[config.mk]
export PLATFORM = sky130hd
export DESIGN_NAME = playfair_digram_encryptor_core
export DESIGN_NICKNAME = d
export VERILOG_FILES = /design/src/rtl/pf_pkg.sv /design/src/rtl/pf_place_mem.sv /design/src/rtl/pf_table_mem.sv /design/src/rtl/pf_rule.sv /design/src/rtl/playfair_digram_encryptor_core.sv
export SDC_FILE = /design/constraint.sdc
export NUM_CORES = 1
export LEC_CHECK = 0
export BUFFER_PORTS_ARGS = -buffer_cell sky130_fd_sc_hd__buf_4
export CAP_MARGIN = 20
export CORE_UTILIZATION = 55
export CTS_BUF_LIST = sky130_fd_sc_hd__clkbuf_8
export CTS_CLUSTER_SIZE = 30
export DETAILED_ROUTE_END_ITERATION = 10
export HOLD_SLACK_MARGIN = 0.05
export PLACE_DENSITY = 0.71
export RECOVER_POWER = 100
export SYNTH_ARGS = -nofsm -noshare
export SYNTH_HDL_FRONTEND = slang
export SYNTH_SLANG_ARGS = --single-unit
[constraint.sdc]
create_clock -name aclk -period 9.1 [get_ports aclk]
set_clock_uncertainty 0.1 [all_clocks]
set_input_delay 0.91 -clock aclk [delete_from_list [all_inputs] [get_ports aclk]]
set_output_delay 0.91 -clock aclk [all_outputs]
set_load 0.02 [all_outputs]
[src/rtl/pf_pkg.sv]
// Shared types, constants and letter helpers for the Playfair digram encryptor.
`default_nettype none
package pf_pkg;

    localparam int LETTER_COUNT = 26;
    localparam int CELLS        = 25;
    localparam int SIDE         = 5;
    localparam int LW           = 5;

    localparam logic [LW-1:0] LETTER_I = 5'd8;
    localparam logic [LW-1:0] LETTER_J = 5'd9;
    localparam logic [LW-1:0] LETTER_Z = 5'd25;

    typedef enum logic [1:0] {
        CMD_CLEAR   = 2'd0,
        CMD_KEY     = 2'd1,
        CMD_FINISH  = 2'd2,
        CMD_ENCRYPT = 2'd3
    } cmd_t;

    // Write request into one of the two stores.
    typedef struct packed {
        logic          en;
        logic [LW-1:0] addr;
        logic [LW-1:0] data;
    } mem_wr_t;

    // Clamp codes above z to z, then fold j onto i.
    function automatic logic [LW-1:0] fold_letter(input logic [LW-1:0] raw);
        logic [LW-1:0] v;
        v = (raw > LETTER_Z) ? LETTER_Z : raw;
        return (v == LETTER_J) ? LETTER_I : v;
    endfunction

    // Row of a cell index, by compare ladder.
    function automatic logic [2:0] pos_row(input logic [LW-1:0] pos);
        logic [2:0] r;
        if (pos >= 5'(4 * SIDE))      r = 3'd4;
        else if (pos >= 5'(3 * SIDE)) r = 3'd3;
        else if (pos >= 5'(2 * SIDE)) r = 3'd2;
        else if (pos >= 5'(SIDE))     r = 3'd1;
        else                          r = 3'd0;
        return r;
    endfunction

    // Cell index from row and column.
    function automatic logic [LW-1:0] cell_of(input logic [2:0] r, input logic [2:0] c);
        logic [LW-1:0] p;
        p = 5'(r) * 5'(SIDE) + 5'(c);
        return p;
    endfunction

endpackage
`default_nettype wire

[src/rtl/pf_place_mem.sv]
// Letter-to-cell store: one write port, two registered read ports.
`default_nettype none
module pf_place_mem
    import pf_pkg::*;
(
    input  wire logic          aclk,
    input  wire mem_wr_t       wr,
    input  wire logic          rd_en,
    input  wire logic [LW-1:0] rd_addr_a,
    input  wire logic [LW-1:0] rd_addr_b,
    output logic      [LW-1:0] rd_data_a,
    output logic      [LW-1:0] rd_data_b
);

    logic [LW-1:0] mem [LETTER_COUNT];

    always_ff @(posedge aclk) begin
        if (wr.en) begin
            mem[wr.addr] <= wr.data;
        end
        if (rd_en) begin
            rd_data_a <= mem[rd_addr_a];
            rd_data_b <= mem[rd_addr_b];
        end
    end

endmodule
`default_nettype wire

[src/rtl/pf_table_mem.sv]
// Key table store (cell to letter): one write port, two registered read ports.
`default_nettype none
module pf_table_mem
    import pf_pkg::*;
(
    input  wire logic          aclk,
    input  wire mem_wr_t       wr,
    input  wire logic          rd_en,
    input  wire logic [LW-1:0] rd_addr_a,
    input  wire logic [LW-1:0] rd_addr_b,
    output logic      [LW-1:0] rd_data_a,
    output logic      [LW-1:0] rd_data_b
);

    logic [LW-1:0] mem [CELLS];

    always_ff @(posedge aclk) begin
        if (wr.en) begin
            mem[wr.addr] <= wr.data;
        end
        if (rd_en) begin
            rd_data_a <= mem[rd_addr_a];
            rd_data_b <= mem[rd_addr_b];
        end
    end

endmodule
`default_nettype wire

[src/rtl/pf_rule.sv]
// Playfair row, column and rectangle rule on a pair of cell indexes.
`default_nettype none
module pf_rule
    import pf_pkg::*;
(
    input  wire logic [LW-1:0] pos_a,
    input  wire logic [LW-1:0] pos_b,
    output logic      [LW-1:0] out_a,
    output logic      [LW-1:0] out_b
);

    logic [2:0] ra, rb, ca, cb;

    // Advance one place with wraparound.
    function automatic logic [2:0] step(input logic [2:0] v);
        return (v >= 3'(SIDE - 1)) ? 3'd0 : v + 3'd1;
    endfunction

    always_comb begin
        ra = pos_row(pos_a);
        rb = pos_row(pos_b);
        ca = 3'(pos_a - 5'(ra) * 5'(SIDE));
        cb = 3'(pos_b - 5'(rb) * 5'(SIDE));
        if (ra == rb) begin
            out_a = cell_of(ra, step(ca));
            out_b = cell_of(rb, step(cb));
        end else if (ca == cb) begin
            out_a = cell_of(step(ra), ca);
            out_b = cell_of(step(rb), cb);
        end else begin
            out_a = cell_of(ra, cb);
            out_b = cell_of(rb, ca);
        end
    end

endmodule
`default_nettype wire

[src/rtl/playfair_digram_encryptor_core.sv]
// Top level of the Playfair digram encryptor: control, key building and result register.
//
// Channel  Dir  Handshake         Payload
// s_       in   s_tvalid/tready   s_tuser = command, s_tdata = letter_a, letter_b
// m_       out  m_tvalid/tready   m_tuser = not_ready, m_tdata = cipher_a, cipher_b
//
// Clear and key-letter transactions finish in the cycle they are accepted.
// Finish walks all 26 letters through the stores, one per cycle, busy until the walk ends.
// Encrypt runs as letter-to-cell read, key table read, result load; the two
// registered memory reads are chained. A not-ready encrypt skips the table read.
// A waiting result holds only a following encrypt, in its last step with tready
// low, until the result register is free. Reset is synchronous, active low.
`default_nettype none
module playfair_digram_encryptor_core
    import pf_pkg::*;
(
    input  wire logic        aclk,
    input  wire logic        aresetn,
    input  wire logic        s_tvalid,
    output logic             s_tready,
    input  wire logic [15:0] s_tdata,   // [4:0] letter_a, [9:5] letter_b, [15:10] zero
    input  wire logic [1:0]  s_tuser,   // [1:0] command
    output logic             m_tvalid,
    input  wire logic        m_tready,
    output logic      [15:0] m_tdata,   // [4:0] cipher_a, [9:5] cipher_b, [15:10] zero
    output logic      [0:0]  m_tuser    // [0] not_ready
);

    typedef enum logic [1:0] {
        ST_IDLE,
        ST_FILL,
        ST_LOOKUP,
        ST_RESULT
    } state_t;

    state_t                  state_reg, state_next;
    logic [LETTER_COUNT-1:0] used_reg, used_next;
    logic [LW-1:0]           fill_reg, fill_next;
    logic                    ready_reg, ready_next;
    logic [LW-1:0]           walk_reg, walk_next;
    logic                    nr_reg, nr_next;
    logic                    m_tvalid_reg, m_tvalid_next;
    logic [15:0]             m_tdata_reg, m_tdata_next;
    logic                    m_tuser_reg, m_tuser_next;

    logic          accept;
    cmd_t          cmd;
    logic [LW-1:0] letter_a, letter_b;
    logic [LW-1:0] cand;
    logic          cand_used, place_ok, do_place;
    logic          out_free;

    mem_wr_t       place_wr, table_wr;
    logic [LW-1:0] pos_a, pos_b, cell_a, cell_b, key_a, key_b;

    assign s_tready = (state_reg == ST_IDLE);
    assign accept   = s_tvalid && s_tready;
    assign cmd      = cmd_t'(s_tuser);
    assign letter_a = s_tdata[4:0];
    assign letter_b = s_tdata[9:5];
    assign out_free = !m_tvalid_reg || m_tready;

    // Candidate letter for the key table: the walk counter while finishing,
    // otherwise the incoming key letter.
    assign cand      = (state_reg == ST_FILL) ? walk_reg : letter_a;
    assign cand_used = (cand < 5'(LETTER_COUNT)) ? used_reg[cand] : 1'b1;
    assign place_ok  = (cand != LETTER_J) && !cand_used && (fill_reg < 5'(CELLS));
    assign do_place  = place_ok &&
                       ((state_reg == ST_FILL) ||
                        (accept && cmd == CMD_KEY && !ready_reg));

    assign table_wr = '{en: do_place, addr: fill_reg, data: cand};
    assign place_wr = '{en: do_place, addr: cand, data: fill_reg};

    // Letter-to-cell lookup, issued at the encrypt accept.
    pf_place_mem u_place (
        .aclk      (aclk),
        .wr        (place_wr),
        .rd_en     (accept && cmd == CMD_ENCRYPT),
        .rd_addr_a (fold_letter(letter_a)),
        .rd_addr_b (fold_letter(letter_b)),
        .rd_data_a (pos_a),
        .rd_data_b (pos_b)
    );

    pf_rule u_rule (
        .pos_a (pos_a),
        .pos_b (pos_b),
        .out_a (cell_a),
        .out_b (cell_b)
    );

    // Key table read of the two target cells.
    pf_table_mem u_table (
        .aclk      (aclk),
        .wr        (table_wr),
        .rd_en     (state_reg == ST_LOOKUP),
        .rd_addr_a (cell_a),
        .rd_addr_b (cell_b),
        .rd_data_a (key_a),
        .rd_data_b (key_b)
    );

    always_comb begin
        state_next    = state_reg;
        used_next     = used_reg;
        fill_next     = fill_reg;
        ready_next    = ready_reg;
        walk_next     = walk_reg;
        nr_next       = nr_reg;
        m_tvalid_next = m_tvalid_reg;
        m_tdata_next  = m_tdata_reg;
        m_tuser_next  = m_tuser_reg;

        // Drop the result once the sink takes it.
        if (m_tvalid_reg && m_tready) begin
            m_tvalid_next = 1'b0;
        end

        if (do_place) begin
            used_next[cand] = 1'b1;
            fill_next       = fill_reg + 5'd1;
        end

        unique case (state_reg)
            ST_IDLE: begin
                if (accept) begin
                    unique case (cmd)
                        CMD_CLEAR: begin
                            used_next  = '0;
                            fill_next  = '0;
                            ready_next = 1'b0;
                        end
                        CMD_KEY: begin
                        end
                        CMD_FINISH: begin
                            walk_next  = '0;
                            state_next = ST_FILL;
                        end
                        CMD_ENCRYPT: begin
                            nr_next    = !ready_reg;
                            state_next = ready_reg ? ST_LOOKUP : ST_RESULT;
                        end
                        default: begin
                        end
                    endcase
                end
            end
            ST_FILL: begin
                walk_next = walk_reg + 5'd1;
                if (walk_reg == 5'(LETTER_COUNT - 1)) begin
                    ready_next = 1'b1;
                    state_next = ST_IDLE;
                end
            end
            ST_LOOKUP: begin
                state_next = ST_RESULT;
            end
            ST_RESULT: begin
                // Hold until the result register is free.
                if (out_free) begin
                    m_tvalid_next = 1'b1;
                    m_tuser_next  = nr_reg;
                    m_tdata_next  = nr_reg ? 16'd0 : {6'd0, key_b, key_a};
                    state_next    = ST_IDLE;
                end
            end
            default: begin
                state_next = ST_IDLE;
            end
        endcase
    end

    always_ff @(posedge aclk) begin
        if (!aresetn) begin
            state_reg    <= ST_IDLE;
            used_reg     <= '0;
            fill_reg     <= '0;
            ready_reg    <= 1'b0;
            walk_reg     <= '0;
            nr_reg       <= 1'b0;
            m_tvalid_reg <= 1'b0;
        end else begin
            state_reg    <= state_next;
            used_reg     <= used_next;
            fill_reg     <= fill_next;
            ready_reg    <= ready_next;
            walk_reg     <= walk_next;
            nr_reg       <= nr_next;
            m_tvalid_reg <= m_tvalid_next;
        end
        m_tdata_reg <= m_tdata_next;
        m_tuser_reg <= m_tuser_next;
    end

    assign m_tvalid   = m_tvalid_reg;
    assign m_tdata    = m_tdata_reg;
    assign m_tuser[0] = m_tuser_reg;

    // Fill count tracks the set of placed letters, j is never placed.
    a_fill_matches_used: assert property (@(posedge aclk) disable iff (!aresetn)
        ($countones(used_reg) == int'(fill_reg)) && !used_reg[LETTER_J])
        else $error("fill count out of step with used letters");

    // A finished table is always full.
    a_ready_full: assert property (@(posedge aclk) disable iff (!aresetn)
        ready_reg |-> (fill_reg == 5'(CELLS)))
        else $error("table marked ready but not full");

    // A not-ready result carries zero letters.
    a_nr_zero: assert property (@(posedge aclk) disable iff (!aresetn)
        (m_tvalid && m_tuser[0]) |-> (m_tdata == 16'd0))
        else $error("not-ready result with nonzero letters");

    // An encrypt with a ready table reaches the table read in the next cycle.
    a_encrypt_path: assert property (@(posedge aclk) disable iff (!aresetn)
        (accept && cmd == CMD_ENCRYPT && ready_reg) |=> (state_reg == ST_LOOKUP))
        else $error("encrypt did not start its lookup");

endmodule
`default_nettype wire
======== Word-level counts from Yosys, hierarchy flattened ========
Memory sizes are Yosys's and may differ from the RTL's. A register that Yosys moved wholly into a read port is not among the register bits.
Index checks and enable logic that the tools add are counted.
operators by class
  equality and inequality tests ........... 18
  multipliers ............................. 4
  add/sub/neg operators ................... 14
  bitwise gates (word level) .............. 1
  reductions and logical operators ........ 22
  magnitude comparators ................... 18
  multiplexer cells ....................... 52
operator list
  kind                 count
  $mux 26              4
  $mux 5               15
  $add 5x3->5          6
  $mux 3               10
  $or 26x26->26        1
  $ge 5x4->1 const B   4
  $mul 3x3->5 const B  4
  $mux 1               14
  $add 3x1->3 const B  4
  $ge 3x3->1 const B   4
  $add 5x1->5 const B  2
  $eq 5x4->1 const B   2
  $ge 5x3->1 const B   2
  $ge 5x5->1 const B   2
  $gt 5x5->1 const B   2
  $lt 5x5->1 const B   2
  $pmux 5 s2           1
  $logic_and 1x1->1    9
  $eq 2x2->1 const B   4
  $ne 2x1->1 const B   4
  $pmux 2 s4           1
  $reduce_and 4->1     2
  $eq 3x3->1           2
  $lt 5x6->1 const B   1
  other kinds (18)     27
storage, ports and cells
  memory bits (writable) .................. 255
  logic and storage cells ................. 141
  flip-flop bits (word level) ............. 58
  memories kept ........................... 2
memory list
  memory       words  width  read ports  clocked after Yosys merged registers in  wr ports  line                RTL
  u_place.mem  26     5      2           2                                        1         pf_place_mem.sv:15  logic [LW-1:0] mem [LETTER_COUNT];
  u_table.mem  25     5      2           2                                        1         pf_table_mem.sv:15  logic [LW-1:0] mem [CELLS];

======== Logic depth before layout (Yosys ltp) ========
Gate-level depths: netlist (run 1).
  depth in word-level cells ............... 13
  mapped depth ............................ 22

======== Hierarchy ========
From an unflattened synthesis (run 1), not the netlist that was laid out.
second synthesis, totals
  cells, all modules ...................... 1271
  area total of the unflattened synthesis .. 17415.5 um^2
by module, submodules not included
  module                          sequential area each (um^2)  cells an instance  times used  area each (um^2)
  pf_place_mem                    4204.0                       412                1           6597.6
  pf_table_mem                    4053.9                       372                1           6323.6
  playfair_digram_encryptor_core  1151.1                       285                1           2813.9
  pf_rule                         0.0                          202                1           1680.4

======== Worst setup path before layout (run 1) ========
OpenSTA, ideal clock, no wires.
  kind .................................... register to register
  start ................................... register u_place.rd_data_a[1], read port of u_place.mem
  end ..................................... register u_table.rd_data_a[0], read port of u_table.mem, data pin
  buffers on the path ..................... 0
  slack ................................... 4.165 ns
  period minus slack after synthesis ...... 4.935 ns
  data arrival time ....................... 4.573 ns
  data required time ...................... 8.739 ns
  cell stages (with the launch flop) ...... 21
  cells stage by stage .................... edfxtp_1 nor2_1 o21ai_0 a221o_1 and2_1 ha_1 inv_1 fa_1 nor3_1 nor2_1 inv_1 ha_1 ha_1 a21o_1 a21oi_1 xor2_1 mux2_1 mux2_2 or3_1 o22ai_1 nor4_2
between the ends
  cells in the longest elaborated chain, start to end .. 11
RTL lines
  what                                   line                          RTL
  start: declaration                     pf_place_mem.sv:11            output logic [LW-1:0] rd_data_a,
  $ge 5x3->1                             pf_pkg.sv:41                  else if (pos >= 5'(SIDE)) r = 3'd1;
  $mux 1                                 pf_pkg.sv:41
  $mux 3                                 pf_pkg.sv:40                  else if (pos >= 5'(2 * SIDE)) r = 3'd2;
  $mux 3                                 pf_pkg.sv:39                  else if (pos >= 5'(3 * SIDE)) r = 3'd3;
  $mux 3                                 pf_pkg.sv:38                  if (pos >= 5'(4 * SIDE)) r = 3'd4;
  $mul 3x3->5 (tied with other cells)    pf_rule.sv:22                 ca = 3'(pos_a - 5'(ra) * 5'(SIDE));
  $sub 3x3->3 or $mux 3 (tied branches)  pf_rule.sv:22, pf_rule.sv:16
  $add 3x1->3 (tied with other cells)    pf_rule.sv:16                 return (v >= 3'(SIDE - 1)) ? 3'd0 : v + 3'd1;
  $mux 3 or $add 5x3->5 (tied branches)  pf_rule.sv:16, pf_pkg.sv:49
  $add 5x3->5 or $mux 5 (tied branches)  pf_pkg.sv:49, pf_rule.sv:27
  $mux 5 *                               pf_rule.sv:24                 if (ra == rb) begin
  end: declaration                       pf_table_mem.sv:11            output logic [LW-1:0] rd_data_a,
Mark *: on every way between the ends. The rest lies on a longest branch, timed or not.
A chain may end at the register's enable or synchronous reset.

======== Final worst setup path (run 1) ========
  start ................................... register u_place.rd_data_a[2], read port of u_place.mem
  end ..................................... register u_table.rd_data_a[4], read port of u_table.mem, data pin
The elaborated chain is that of the path after synthesis.

==> results.txt, run 1 <==
In this run the register-to-register setup slack is 2200 ps. Setup repair after global routing left no endpoint under its margin. After clock tree synthesis, the clock-pin slew on the worst setup and hold paths is 60 ps. The tools report the largest net degree at the start of global routing as 50. The number of cells on the worst reg-to-reg path works out to 20. Across the run, the number of max-cap violations was 6.

TritonCTS built the clock tree. After detailed routing, the number of remaining DRC violations is 0. Synthesis inferred 326 register bits. The signal arrival time at the worst endpoint is 7180 ps. The post-CTS setup-driven buffer insertion count is 0, and the final wirelength is 50,170 µm. The endpoint identified for the worst register-to-register timing path is u_table.rd_data_a[4]. At the end of routability-driven placement, the weighted congestion stood at 0.9598.

The worst hold path terminates at used_reg[4]. In the post-synthesis netlist, the biggest area contributors are edfxtp_1 48%, mux4_2 5.9%, dfxtp_1 4.5%. Largest vdd supply drop: 0.0001834 V. Synthesis handed over a netlist of 1,524 instances.

For the total count of hold-check failures in the final report, the log shows 0. The H-tree was split into 2 levels. The final critical delay including setup and external delays was 6898 ps; the synthesized area per cell was 11.72 µm². The run gives 680 ps as the clock latency reported for the late side of the worst-skew pair. The analysis attributes to cell leakage a power of 0.006594 µW. Remaining global-route overflow: 0.

The post-synthesis to final-layout area growth came out at 8.343%. The startpoint identified for the worst hold timing path is used_reg[4]. Buffers inserted to repair hold after CTS numbered 0. STA classifies the critical path startpoint as a flop. Counting the buffers created by CTS gives 54. The die covers 33,200 µm². The largest total area in the synthesized netlist belongs to edfxtp_1.

The clock net in this run drives a total of 326 sinks. Measured along the x axis, the die boundary spans 182.2 µm. The count of input and output buffers is 28, and the upper clock frequency limit is 145.0 MHz.

Counting flops with a built-in enable in the synthesized netlist gives 286. Ranked by instance count, the synthesized netlist is headed by 286 x edfxtp_1, 131 x o21ai_0, 99 x nor2_1, 86 x clkbuf_1, 73 x a21oi_1. Once detailed placement completed, the half-perimeter wirelength came to 32,430 µm. The number of antenna violations at the first check in global routing is 1, and the worst hold path cell count is 1. The register with the most flip-flops in the layout has 130 of them. Dividing total power by cell area gives a power density of 202.9 nW/µm². The primary flip-flop cell chosen by synthesis mapping was edfxtp_1. The post-place instance area was 18,370 µm².

The area inside the core boundary is 31,720 µm². The tools report the critical register-to-register path startpoint as u_place.rd_data_a[2]. The top cell type's share of synthesized area is 48.08%.

In this run the worst hold path is classified as flop to flop. The share of flip-flops with an asynchronous set or reset after synthesis is 0%. The logs give 0 for the post-cts sizing count and 0 for the total of endpoints with negative setup slack in the final report. The first routing iteration left 2,361 violations. Largest buffer count on any clock path: 3. The maximum fanout count along the critical path is 16, and the final critical-path share of the clock period is 75.81%. In the final timing run, aggregate negative setup slack is 0 ps. The mapped cell area is 17,860 µm². The share of final-layout standard cells stronger than drive strength 1 was 12.42%.

For this configuration, the core starts out at a cell density of 56.31%. In the final routed layout, each cell accounts on average for 25.34 µm. The leading cell type by number of instances after synthesis was edfxtp_1. The number of nets with antenna violations after routing came out at 0.

Kind of capture point of the worst setup path: a flop. The tools report the data required time of the critical path as 9380 ps. The tools report the count of yosys warnings during synthesis as 0.

Design area: 19,350 µm². The first-pass GRT wire length was 76,470 µm; the total routing usage reported by global routing was 30.26%. The net count of the finished layout is 1,604.

The final reports fail on capacitance limit, slew limit. The number of pins exceeding their max-slew limit in the final report was 215; the total iterations of the first detailed-routing run was 9. The pin slew with the least headroom to its limit is 2798 ps, and the number of vias per cell after detailed routing is 6.935. The flow ran to the end, but the final reports show violations. The tools report the sequential area share after synthesis as 52.57%. Number of ports placed on the die boundary: 41. The vertical die dimension works out to 182.2 µm. Clock root buffer master: clkbuf_8. In this run the tightest slew margin relative to its limit is -86.51%.

The detailed-route via count came out at 13.73k. Synthesis instantiated 78 different standard cells from the library. The type of the worst setup path was flop to flop.

The initialized floorplan defines 65 standard-cell rows. The logs give 13.11k for the via count of the first global-routing pass and 0 for the number of antenna diodes.
power by group:
group          switching [µW]  internal, µW  leakage, µW  total (µW)
sequential               14.1          1660      0.00296        1680
clock                     628           625     0.000579        1250
combinational             658           337      0.00305         996
total                    1300          2630      0.00659        3930
per-stage QoR:
stage / worst slack (ps) / total power, µW / hold WS [ps] / utilization, % / std cells
floorplan: 4165 / 2385 / 328.9 / - / 1534
global placement: 3069 / 2642 / 344.8 / 57.87 / 1871
detailed placement: 2931 / 2663 / 352.1 / 57.90 / 1872
CTS: 2920 / 3897 / 366.4 / 61.20 / 1974
global route: 1725 / 4057 / 375.9 / 61.01 / 1980
finish: 2202 / 3926 / 364.0 / 61.01 / 1980
worst max-delay path by stage:
| stage | start | endpoint | slack, ps | cells after the start |
|---|---|---|---|---|
| after global routing | u_place.rd_data_a[1] | u_table.rd_data_a[3] | 1730 | 22 |
| after CTS | u_place.rd_data_a[2] | u_table.rd_data_a[4] | 2920 | 19 |
| after detailed placement | u_place.rd_data_a[1] | u_table.rd_data_a[4] | 2930 | 22 |
| after global placement | u_place.rd_data_a[2] | u_table.rd_data_a[1] | 3070 | 17 |
| final | u_place.rd_data_a[2] | u_table.rd_data_a[4] | 2200 | 20 |
| after floorplan | u_place.rd_data_a[1] | u_table.rd_data_a[0] | 4170 | 20 |
critical path: stages (launching register included):
cell      delay (ps)
edfxtp_1         470
o21ai_0          590
and2_0           360
ha_1             200
inv_1             50
fa_1             410
o21a_1           190
nor2_1           190
inv_1            130
nor2_1           120
ha_1             170
inv_1             50
fa_1             400
xnor2_1          260
inv_1            270
nor2_1           850
clkbuf_1         670
o21ai_0          170
a22oi_1          340
o22ai_1          220
nor4_1           450
final cells by class:
type                    instances  area (µm²)
fillers                      2530       12370
flip-flops and latches        326        9389
multi-input cells            1017        7760
clock buffers                  54       743.2
well taps                     402       503.0
repair buffers                 62       387.9
clock inverters                48       301.5
inverters                      71       266.5
cell families (layout without fill, tap and decap cells):
| logic type | count (synthesis) | after routing | share of synthesized area [%] |
|---|---|---|---|
| buf+inv | 191 | 235 | 4.462 |
| flops | 326 | 326 | 52.57 |
| other cells | 1 | 11 | 0.02100 |
| xor+xnor | 24 | 24 | 1.282 |
| fa+ha+maj | 51 | 51 | 3.902 |
| mux | 91 | 91 | 8.532 |
| compound gates | 544 | 544 | 20.49 |
| simple gates | 296 | 296 | 8.743 |
cell usage in the layout, fill, tap and decap left out, types with 8 or more instances in the layout:
cell type  synthesis  layout
o221ai_1           8       8
clkbuf_1          86      29
o32a_1             8       8
clkbuf_8           0      54
nand3b_1           9       9
a21boi_0          25      24
and2_1            12       8
fa_1               8       8
nand3_1           34      34
nor2_1            99      99
a21oi_1           73      70
clkinv_2           0      11
mux2_2            12      12
or3_1              8       8
mux4_2            47      47
nand2_1           45      45
buf_4             10      30
a32oi_1           47      47
o22ai_1           65      65
clkinv_1           0      19
mux2i_1           29      27
a211oi_1          36      36
dfxtp_1           40      40
edfxtp_1         286     286
o21a_1            31      31
o211ai_1          27      27
a21o_1             9       9
o21ai_0          131     131
conb_1             1      11
a211o_1            8       8
and3_1            14      14
nor2b_1           26      26
a311oi_1          20      20
nand4_1            8       8
xor2_1            10      10
inv_1             69      82
xnor2_1           13      13
a22oi_1           16      16
ha_1              42      42
nand2b_1          10      10
layer usage:
metal | part of all wire [%] | track usage [%] | wire length, µm
met1 | 39 | 40.94 | 19490
met2 | 46 | 47.57 | 22840
met3 | 11 | 6.705 | 5722
met4 | 4.2 | 12.24 | 2111
met5 | 0.028 | 0 | 14
(Power assumes the default switching activity.)
==> inputs of run 2 (changes only) <==
PLACE_DENSITY = 0.74   (was 0.71)
clock period = 6.3 ns   (was 9.1 ns; I/O delays follow)
==> run 2 against run 1 <==
Against the previous run:
- the flow still finishes with violations (capacitance limit, slew limit)
- clock-buffer cell count grew 6
- sequential share of layout area shrank 0.15 points
- hold slack lost 150 ps
- clock power grew 42%
- final cell count grew 0.76%
- final area grew 0.31%
- combinational power grew 46%
- die area is the same
- routed wire length shrank 0.95%
- first-iteration DRC count shrank 20%
- via count grew 0.76%
- sequential power grew 44%
- critical endpoint is now u_table.rd_data_a[1]
- largest cell class unchanged
- largest power group unchanged
- highest routed layer is now met4
==> results.txt, run 2 (same netlist as run 1, synthesis figures left out) <==
The leakage power figure is 0.006681 µW (was 0.006594 µW), and the number of rows in the core area is 65 (unchanged). The logs give 13.17k (was 13.11k) for the via count of the first global-routing pass and 42 (was 50) for the largest net degree at the start of global routing. The run finished, with violations left.

For the worst slack after detailed placement, the log shows 658.1 ps (was 2931 ps). The net total in the final layout was 1,623 (was 1,604). The share of final-layout standard cells stronger than drive strength 1 was 13.06% (was 12.42%); the clock latency reported for the late side of the worst-skew pair was 630 ps (was 680 ps). Total of endpoints with negative setup slack in the final report: 0 (unchanged).

The number of clock sinks was 326 (unchanged). Clock root buffer master: clkbuf_8 (unchanged). The detailed-placement wirelength estimate was 33,230 µm (was 32,430 µm); the total power of the final layout was 5648 µW (was 3926 µW).

The number of pins exceeding their max-slew limit in the final report was 272 (was 215). The data required time of the critical path is 6600 ps (was 9380 ps), and the remaining global-route overflow is 0 (unchanged). Horizontal die dimension: 182.2 µm (unchanged). Signal arrival time at the worst endpoint: 6320 ps (was 7180 ps). Setup repair after global routing left no endpoint under its margin. The number of flip-flops in the largest register works out to 130 (unchanged). Maximum fanout count along the critical path: 27 (was 16). Die footprint: 33,200 µm² (unchanged). The logs give 42.9% (was 42.7%) for the fraction of power consumed by sequential logic and 53 (was 54) for the CTS buffer count. The final critical delay including setup and external delays is 6019 ps (was 6898 ps). The vertical die dimension is 182.2 µm (unchanged). The tools report the placed cell count as 1,895 (was 1,872).

The run gives 281.2 ps (was 2202 ps) as the setup slack after layout. The part of the total power dissipated in combinational logic came out at 25.7% (was 25.4%). The logs give 1,995 (was 1,980) for the number of standard cells in the final layout excluding fillers and 0 (unchanged) for the detailed-route DRC error count.

The count of input and output buffers works out to 28 (unchanged). Power per standard cell area: 291.0 nW/µm² (was 202.9 nW/µm²). The tools report the total iterations of the first detailed-routing run as 6 (was 9).

The kind of capture point of the worst setup path is a flop (unchanged). The total count of hold-check failures in the final report was 0 (unchanged); the total routing usage reported by global routing was 29.69% (was 30.26%). The largest vdd supply drop is 0.0002288 V (was 0.0001834 V). The switching power is 1830 µW (was 1301 µW), and the pin slew with the least headroom to its limit is 1873 ps (was 2798 ps). The most common cell after layout, fill and taps aside is edfxtp_1 (unchanged).

For the effective utilization at floorplan, the log shows 56.31% (unchanged). Worst min-delay path category: input pin to flop (was flop to flop). The run gives 0 (was 1) as the number of antenna violations at the first check in global routing.

The number of vias per cell after detailed routing came out at 6.936 (was 6.935). The number of antenna diodes was 0 (unchanged); the post-synthesis to final-layout area growth was 8.679% (was 8.343%). The final cell utilization of the core was 61.20% (was 61.01%). The tightest slew margin relative to the limit is -24.85% (was -86.51%), and the post-cts sizing count is 0 (unchanged). The final total negative setup slack was 0 ps (unchanged); the largest buffer count on any clock path was 3 (unchanged). The tools report the kind of start point of the critical path as a flop (unchanged).

The area inside the core boundary is 31,720 µm² (unchanged). The upper clock frequency limit is 166.1 MHz (was 145.0 MHz), and the final wirelength is 49,690 µm (was 50,170 µm). The tools report the number of max-cap violations as 9 (was 6). The post-CTS setup-driven buffer insertion count is 0 (unchanged).

The portion of total power attributed to the clock network is 31.4% (was 31.9%). Final critical-path share of the clock period: 95.54% (was 75.81%). The detailed-route via count was 13.84k (was 13.73k); the first-pass GRT wire length was 75,200 µm (was 76,470 µm).

The type of the worst setup path is flop to flop (unchanged). Most frequent cells in the layout: 286 x edfxtp_1, 131 x o21ai_0, 99 x nor2_1 (unchanged). For the violation count after the first detailed-route iteration, the log shows 1,882 (was 2,361). The placer congestion estimate came out at 0.9531 (was 0.9598).

The CTS clock-pin slew for the worst setup and hold paths was 70 ps (was 60 ps); the level count of the clock H-tree was 2 (unchanged). TritonCTS built the clock tree. Number of ports placed on the die boundary: 41 (unchanged).

The switching share of power works out to 32.41% (was 33.13%). For the internal power contribution, the log shows 3818 µW (was 2625 µW). Violated checks: capacitance limit, slew limit (unchanged). The number of nets with antenna violations after routing was 0 (unchanged). The wire length per cell is 24.91 µm (was 25.34 µm).

Hold-fix buffer count after cts: 0 (unchanged).
## run 2: per-layer routing
layer / global-route usage (%) / wire (µm) / vias up
met2: 48.28 / 23370 / 956
met1: 38.25 / 18870 / 6646
met5: 0 / 0 / -
li1: - / - / 6060
met3: 6.186 / 5355 / 175
met4: 13.85 / 2099 / 0
## run 2: stage by stage
stage,area (µm²),hold slack [ps]
2_1_floorplan,17900,328.9
3_5_place_dp,18530,349.7
6_report,19410,210.1
3_3_place_gp,18520,342.8
4_1_cts,19560,183.6
5_1_grt,19410,193.5
## run 2: path summary, 6_finish.rpt
check,start,endpoint,slack (ps),cells after the start
worst max-delay path,u_place.rd_data_b[1],u_table.rd_data_a[1],280,16
worst min register to register,used_reg[11],used_reg[11],360,1
worst max register to register,u_place.rd_data_b[1],u_table.rd_data_a[1],280,16
worst min-delay path,aresetn,state_reg[1],210,3
## run 2: power groups by stage
stage / combinational, µW / clock, µW / sequential [µW]
final: 1450 / 1770 / 2420
after global routing: 1530 / 1880 / 2420
after CTS: 1410 / 1790 / 2430
after detailed placement: 1400 / 0 / 2470
after global placement: 1380 / 0 / 2470
after floorplan: 985 / 0 / 2460
## run 2: worst max-delay path, stage by stage (launching register included)
cell and delay (ps):
edfxtp_1 490, maj3_2 350, a221o_1 490, and2_0 290
ha_1 210, inv_1 70, fa_1 520, xnor2_1 220
nand2_1 160, nor3_4 290, buf_4 350, mux2i_1 760
clkbuf_4 510, a311oi_1 160, a221oi_1 420, o22ai_1 140
nor4_1 240
## run 2: area by class of cell
cell class              count  area (µm²)
well taps                 402       503.0
flip-flops and latches    326        9389
inverters                  71       266.5
repair buffers             82       505.5
clock inverters            37       201.4
fillers                  2501       12310
clock buffers              60       825.8
multi-input cells        1017        7720
